===== src/mol_ram.sv =====
// Simple dual-port synchronous RAM: one write port, one read port, registered read data.
// Uses no package items.
module mol_ram #(
  parameter int AW = 6,
  parameter int DW = 6
) (
  input  logic          clk,
  input  logic          we,
  input  logic [AW-1:0] waddr,
  input  logic [DW-1:0] wdata,
  input  logic [AW-1:0] raddr,
  output logic [DW-1:0] rdata
);

  logic [DW-1:0] mem [2**AW];
  logic [DW-1:0] rdata_r;

  always_ff @(posedge clk) begin
    if (we) begin
      mem[waddr] <= wdata;
    end
    rdata_r <= mem[raddr];
  end

  assign rdata = rdata_r;

endmodule


===== config.mk =====
export PLATFORM = sky130hd
export DESIGN_NAME = mol_ram
export DESIGN_NICKNAME = d
export VERILOG_FILES = /design/src/mol_ram.sv
export SDC_FILE = /design/constraint.sdc
export NUM_CORES = 1
export LEC_CHECK = 0
export BUFFER_PORTS_ARGS = -buffer_cell sky130_fd_sc_hd__clkbuf_2
export CORE_ASPECT_RATIO = 1.5
export CORE_MARGIN = 2
export CORE_UTILIZATION = 50
export DETAILED_ROUTE_END_ITERATION = 10
export HOLD_SLACK_MARGIN = 0.1
export PLACE_DENSITY_LB_ADDON = 0.25
export SYNTH_ARGS = -nofsm -noshare
export SYNTH_HDL_FRONTEND = slang
export SYNTH_SLANG_ARGS = --single-unit

===== constraint.sdc =====
create_clock -name clk -period 2.3 [get_ports clk]
set_input_delay 0.23 -clock clk [delete_from_list [all_inputs] [get_ports clk]]
set_output_delay 0.23 -clock clk [all_outputs]
set_load 0.02 [all_outputs]

### After elaboration in Yosys (flattened, before gate mapping)

Memory sizes are Yosys's and may differ from the RTL's. A register that Yosys moved wholly into a read port is not among the register bits.
Index checks and enable logic that the tools add are counted.

| operators by class | value |
|---|---|
| add/sub/neg operators | 0 |
| $mul | 0 |
| divide/modulo/power cells | 0 |
| order comparisons | 0 |
| eq/ne operators | 0 |
| shifts and indexed selects | 0 |
| muxes and demuxes | 2 |
| bitwise operators | 0 |
| reductions and logical operators | 0 |

Operators by type and width:

| operator | number |
|---|---|
| two-way mux 1 bit | 2 |

| word-level totals | value |
|---|---|
| register bits | 0 |
| bits in latches | 0 |
| bits in writable memories | 384 |
| ROM bits | 0 |
| input port bits | 20 |
| output and inout port bits | 6 |
| word-level logic and storage cells | 3 |
| memories | 1 |

Memory list:

| name | depth | width | rd ports | clocked after Yosys merged registers in | wr ports | line | text |
|---|---|---|---|---|---|---|---|
| mem | 64 | 6 | 1 | 1 | 1 | 15 | `logic [DW-1:0] mem [2**AW];` |

### Logic depth before layout (Yosys ltp)

Gate-level depths: netlist of the first run.

| depth | value |
|---|---|
| depth in word-level cells | 2 |
| mapped depth | 7 |
| gate-level depth less buffers | 5 |

### Worst setup path after synthesis of the first run

OpenSTA, ideal clock, no wires.

| path | value |
|---|---|
| path type | input port to flip-flop |
| start | input raddr[0] |
| end | register rdata_r[0], in the netlist rdata[0], read port of mem |
| library setup time | 0.117 ns |
| data arrival time | 1.658 ns |
| required time | 2.183 ns |
| setup slack | 0.524 ns |
| stages on the path | 7 |
| buffers on the path | 3 |
| path through | buf_6 > buf_6 > buf_4 > mux4_2 > o22ai_1 > o21ai_1 > a32o_1 |

RTL lines:

| what | line | text |
|---|---|---|
| from (decl) | 11 | `input logic [AW-1:0] raddr,` |
| to (decl) | 16 | `logic [DW-1:0] rdata_r;` |

==> results of run 1 <==
==> how the worst min path moves through the flow <==
stage / endpoint / startpoint / cells past startpoint / slack [ns]
global placement: mem[6][0] / wdata[0] / 1 / 0.56
finish: mem[48][1] / waddr[1] / 2 / 0.20
floorplan: mem[0][0] / wdata[0] / 0 / 0.33
CTS: rdata[1] / raddr[5] / 2 / 0.17
global route: rdata[1] / raddr[5] / 2 / 0.20
detailed placement: mem[6][0] / wdata[0] / 1 / 0.57
==> per-layer routing <==
| layer | GRT usage | wire (um) | vias up |
|---|---|---|---|
| li1 | - | - | 3249 |
| met1 | 0.272 | 12500 | 3990 |
| met2 | 0.382 | 17800 | 280 |
| met3 | 0.0393 | 2290 | 62 |
| met4 | 0.0706 | 932 | 0 |
| met5 | 0 | 0 | - |
==> state kept, by name, indices dropped and copies added, names as in the netlist <==
name / count
mem: 384
rdata: 6
==> worst register-to-register path, delay by kind of cell, from the launching register on <==
family             cells  cell delay, ns
muxes                  1            0.47
AOI/OAI and AO/OA      3            0.69
and+or+nand+nor        1            0.15
DFF                    1            0.36
==> logic make-up (layout without fill, tap and decap cells) <==
logic type,after synthesis,count (layout)
compound gates,54,54
buf+inv,39,184
flops,390,390
mux,117,117
simple gates,120,120
==> where the power goes <==
group / switching (W) / total (W) / internal [W]
registers: 0.0000247 / 0.00789 / 0.00786
clock network: 0.00247 / 0.00574 / 0.00328
logic: 0.000472 / 0.000790 / 0.000318
total: 0.00296 / 0.0144 / 0.0115
==> stage by stage <==
step	area, um^2	util	instances	total power [W]	worst slack [ns]
2_1_floorplan	15200	-	720	0.00847	0.524
3_3_place_gp	16500	0.546	1203	0.00881	0.0455
3_5_place_dp	16500	0.546	1203	0.00884	0.00323
4_1_cts	17600	0.584	1265	0.0145	0.510
5_1_grt	17600	0.584	1265	0.0148	0.434
6_report	17600	0.584	1265	0.0144	0.509
==> Yosys cell counts, drive strengths merged <==
master  instances  share of area
or2             2        0.00082
dfxtp           6         0.0079
a21oi           6         0.0020
nor3            5         0.0016
and2            1        0.00041
a221oi          3         0.0017
nand4b          1        0.00058
nand4           2        0.00082
a22oi           3         0.0018
nand3b          4         0.0020
or3             2        0.00082
nor3b           1        0.00049
nand3          11         0.0036
o22ai          12         0.0049
a211oi          6         0.0030
nand2b          5         0.0021
edfxtp        384           0.76
or3b            2         0.0012
o221ai          9         0.0052
o22a            6         0.0035
mux2            9         0.0067
mux4           93           0.14
nor2           67          0.017
clkbuf         16         0.0039
o21ai           6         0.0020
a32o            3         0.0020
nor2b           8         0.0033
and3b           1        0.00058
nand2           8         0.0020
mux2i          15         0.0099
buf            23          0.013
==> final cells by class <==
class | count | area [um^2]
Fill cell | 2156 | 12600
Tap cell | 400 | 500
Multi-Input combinational cell | 291 | 3320
Sequential cell | 390 | 11700
Timing Repair Buffer | 123 | 1010
Clock buffer | 43 | 948
Clock inverter | 18 | 170
==> out/summary.txt, run 1 <==
Die width - 146 um
Core box area - 30,200 um^2
Crit-path max cell delay - 0.47 ns
Area grow syn2layout - 15.6%
Total Die Area - 31,900 um^2
H-tree levels - 2
Compound-Gate Fraction of Synth Area - 0.0260
Cell variety after synth - 37
Reg2reg end - rdata[0]
Synth Warn # - 0
Post-synthesis mux area share - 0.156
Inserted Clock Buffers - 36
Synth Net Count - 740
Worst-skew pair later-pin latency - 0.53 ns
Root buf cell - clkbuf_16
Hold Path Class - in2reg
Global-route wire length before repair - 50,200 um
R2r setup slk - 0.51 ns
Main combinational cell family by area after synthesis - multiplexers
CTS tree - done
Post-synthesis cell area - 15,200 um^2
Bufs and invs on worst path - 0
Flops & latches, synth - 390
Worst R2R Path Depth - 5
Vias in the first global route - 7,911
Die H - 218 um
Final hold vios - 0
Iteration-0 DRC Markers - 725
# Post-CTS Setup Buffers - 0
Ant diodes - 0
Fin. max-slew vios - 0
Worst r2r src - mem[42][0]
Initial antenna violation count - 0
Xor/xnor share of the synthesized area - 0
Lkg Pwr - 5.68 nW
I/O Buffers - 25
Setup crit start - mem[42][0]
RSZ-0062 raised after global routing - false
CTS max path bufs - 3
Commonest non-fill, non-tap cell in the layout - edfxtp_1
Worst path required time - 2.71 ns
CTS clock-pin slew for the worst setup and hold paths - 0.06 ns
# setup viols final - 0
DR vias - 7,581
Most frequent cells in the layout - 384 x edfxtp_1, 87 x mux4_2, 87 x buf_4
Peak supply drop - 0.442 mV
PD cells - 819 nW/um^2
Endpoint class of the critical path - flop
IO Count - 26
Largest net degree at the start of global routing - 65
GPL Wtd Cong - 0.844
Setup TNS - 0 ns
Final period util - 0.779
Crit path cell chain - mux4_2 > nor2b_1 > a211oi_1 > a21oi_1 > a32o_1
Fmax - 0.558 GHz
Gr ovfl total - 0
Layout cells sized above 1 - 0.312
Fin crit period - 1.79 ns
Post-CTS Hold Fix Bufs - 1
Synth Area in Simple Gates - 0.0367
Worst hold slack - 0.202 ns
Relative slew margins - 0.295
Total Wirelength - 33,600 um
Pre-Repair DR Iteration Count - 5
Vias per cell - 5.99
Final #Nets - 862
Initial core utilization - 0.505
Antenna-violating nets left - 0
Run status - finished clean
Global Route Usage Sum - 0.216
Fraction of the mapped netlist area in adder cells - 0
Skew final - 0.0135 ns
# DRC - 0
Crit-path max FO - 1
Final HPWL DP - 22,100 um
Worst setup SP type - flop
Routed WL per cell - 26.6 um
Max-cap violations - 0
CP Depth - 5
Max stage delay cell, worst path - mux4_2
FP Rows - 78
Kind of critical path - reg2reg
Critical path arrival - 2.20 ns
Average size of a mapped cell - 21.1 um^2
Worst-Margin Slew - 1.06 ns
Post-synthesis sequential area ratio - 0.765
Worst setup endpoint - rdata[0]
Num Clock Sinks - 390
Mapped Cells - 720
Critical path's top delay family - compound AO/OA/AOI/OAI gates
CTS resizes - 0
(Power assumes the default switching activity.)
==> inputs of run 2 (changes only) <==
Clock period 2.3 ns to 1.6 ns, I/O delays scaled along.
==> out/summary.txt, run 2 (same netlist as run 1, synthesis figures left out) <==
Worst path required time - 2.02 ns
Logic gate share of total power - 0.059
CTS max path bufs - 3
Crit-path max cell delay - 0.49 ns
Total Die Area - 31,900 um^2
Worst-Margin Slew - 0.736 ns
Final HPWL DP - 22,300 um
Initial core utilization - 0.505
Gr ovfl total - 0
Worst r2r src - mem[55][4]
Inserted Clock Buffers - 36
R2r setup slk - -0.04 ns
Hold Path Class - in2reg
Biggest register - mem
Antenna-violating nets left - 0
Max Used Layer - met4
Final Cell Area - 18,200 um^2
Sequential share of power - 0.527
Sw Share - 0.202
I/O Buffers - 25
GPL Wtd Cong - 0.810
WL met2 - 18,200 um
Iteration-0 DRC Markers - 760
Failing checks - setup timing
Root buf cell - clkbuf_16
Global Route Usage Sum - 0.220
# DRC - 0
Final setup margin - -0.0400 ns
Relative slew margins - 0.510
Kind of critical path - reg2reg
Lkg Pwr - 6.00 nW
Hold Path Cell Cnt - 2
Fin crit period - 1.64 ns
CTS clock-pin slew for the worst setup and hold paths - 0.07 ns
Skew final - 0.0150 ns
Placed instance area - 16,800 um^2
PD cells - 1180 nW/um^2
Global-route wire length before repair - 51,100 um
Die width - 146 um
Fin util - 0.604
IO Count - 26
Clk network pwr share - 0.414
HP Start - raddr[5]
Peak supply drop - 0.766 mV
Num Clock Sinks - 390
DR vias - 7,593
Largest net degree at the start of global routing - 65
Crit path cell chain - mux4_2 > mux2_4 > o21ai_4 > a21oi_1 > o22a_1
Worst setup SP type - flop
Worst-skew pair later-pin latency - 0.53 ns
Routed WL per cell - 25.8 um
RSZ-0062 raised after global routing - true
Worst R2R Path Depth - 5
Most frequent cells in the layout - 384 x edfxtp_1, 140 x buf_4, 92 x mux4_2
CTS tree - done
Total Wirelength - 33,900 um
H-tree levels - 2
Fin. max-slew vios - 0
Final period util - 1.03
Fmax - 0.610 GHz
Core box area - 30,200 um^2
Max reg flops - 384
Vias per cell - 5.76
Met3 wire length - 1520 um
Sw power - 0.00435 W
Max stage delay cell, worst path - mux4_2
Final #Nets - 912
Post-CTS Hold Fix Bufs - 0
# setup viols final - 5
Critical path arrival - 2.06 ns
Final hold vios - 0
Layout cells sized above 1 - 0.390
Area grow syn2layout - 19.6%
Run status - complete, but fails checks
Pre-Repair DR Iteration Count - 5
Endpoint class of the critical path - flop
Crit-path max FO - 1
Commonest non-fill, non-tap cell in the layout - edfxtp_1
FP Rows - 78
Vias in the first global route - 8,163
Die H - 218 um
Ant diodes - 0
M1 WL - 13,100 um
Max-cap violations - 0
Reg2reg end - rdata[4]
Initial antenna violation count - 1
Int Pwr - 0.0172 W
Worst hold endpoint - rdata[1]
## run 2: cell count changes in the layout (fill, tap and decap cells not counted), moves of 4 or more
cell / previous run / this run
o221ai_2: 0 / 4
clkinv_1: 8 / 2
mux4_1: 6 / 1
o221ai_1: 9 / 5
buf_4: 87 / 140
clkinv_2: 2 / 6
mux4_2: 87 / 92
## run 2: how the worst max path moves through the flow
stage | to | slack, ns | cells past startpoint | start
finish | rdata[4] | -0.04 | 5 | mem[55][4]
detailed placement | rdata[1] | -0.45 | 7 | raddr[0]
global placement | rdata[1] | -0.43 | 7 | raddr[0]
CTS | rdata[4] | -0.05 | 5 | mem[51][4]
global route | rdata[1] | -0.08 | 5 | mem[39][1]
floorplan | mem[39][0] | -0.07 | 4 | waddr[5]
## run 2: metal layers
metal | track usage | vias up
li1 | - | 3348
met1 | 0.271 | 3987
met2 | 0.398 | 198
met3 | 0.0347 | 60
met4 | 0.0731 | 0
met5 | 0 | -
## run 2: layout make-up
class | count | area [um^2]
tap | 400 | 500
fill | 2069 | 11900
sequential | 390 | 11700
clock buffer | 47 | 983
clock inverter | 17 | 245
multi-input combinational | 291 | 3470
timing repair buffer | 173 | 1360
## run 2: what timing repair did
item,4_1_cts,5_1_grt
gates resized for setup,23,9
setup endpoints to repair,6,6
buffers inserted,0,0
pin swaps,5,1
## run 2: power groups by stage
stage,sequential [W],combinational (W),clock [W]
floorplan,0.0116,0.000633,0
CTS,0.0113,0.00126,0.00909
global placement,0.0116,0.00119,0
finish,0.0113,0.00127,0.00892
global route,0.0113,0.00135,0.00943
detailed placement,0.0116,0.00122,0
## run 2: metrics by stage
stage	hold slack [ns]	instances	power [W]	setup TNS, ns	setup slack [ns]
3_5_place_dp	0.615	1255	0.0128	-2.62	-0.450
3_3_place_gp	0.618	1255	0.0127	-2.26	-0.426
2_1_floorplan	0.259	720	0.0122	-3.11	-0.0661
4_1_cts	0.115	1318	0.0217	-0.197	-0.0516
5_1_grt	0.175	1318	0.0221	-0.350	-0.0794
6_report	0.150	1318	0.0215	-0.129	-0.0400
## run 2: critical path: cells and delay by family, from the launching register on
| kind | cells | cell delay (ns) |
|---|---|---|
| muxes | 2 | 0.78 |
| DFF | 1 | 0.37 |
| AOI/OAI and AO/OA | 3 | 0.39 |
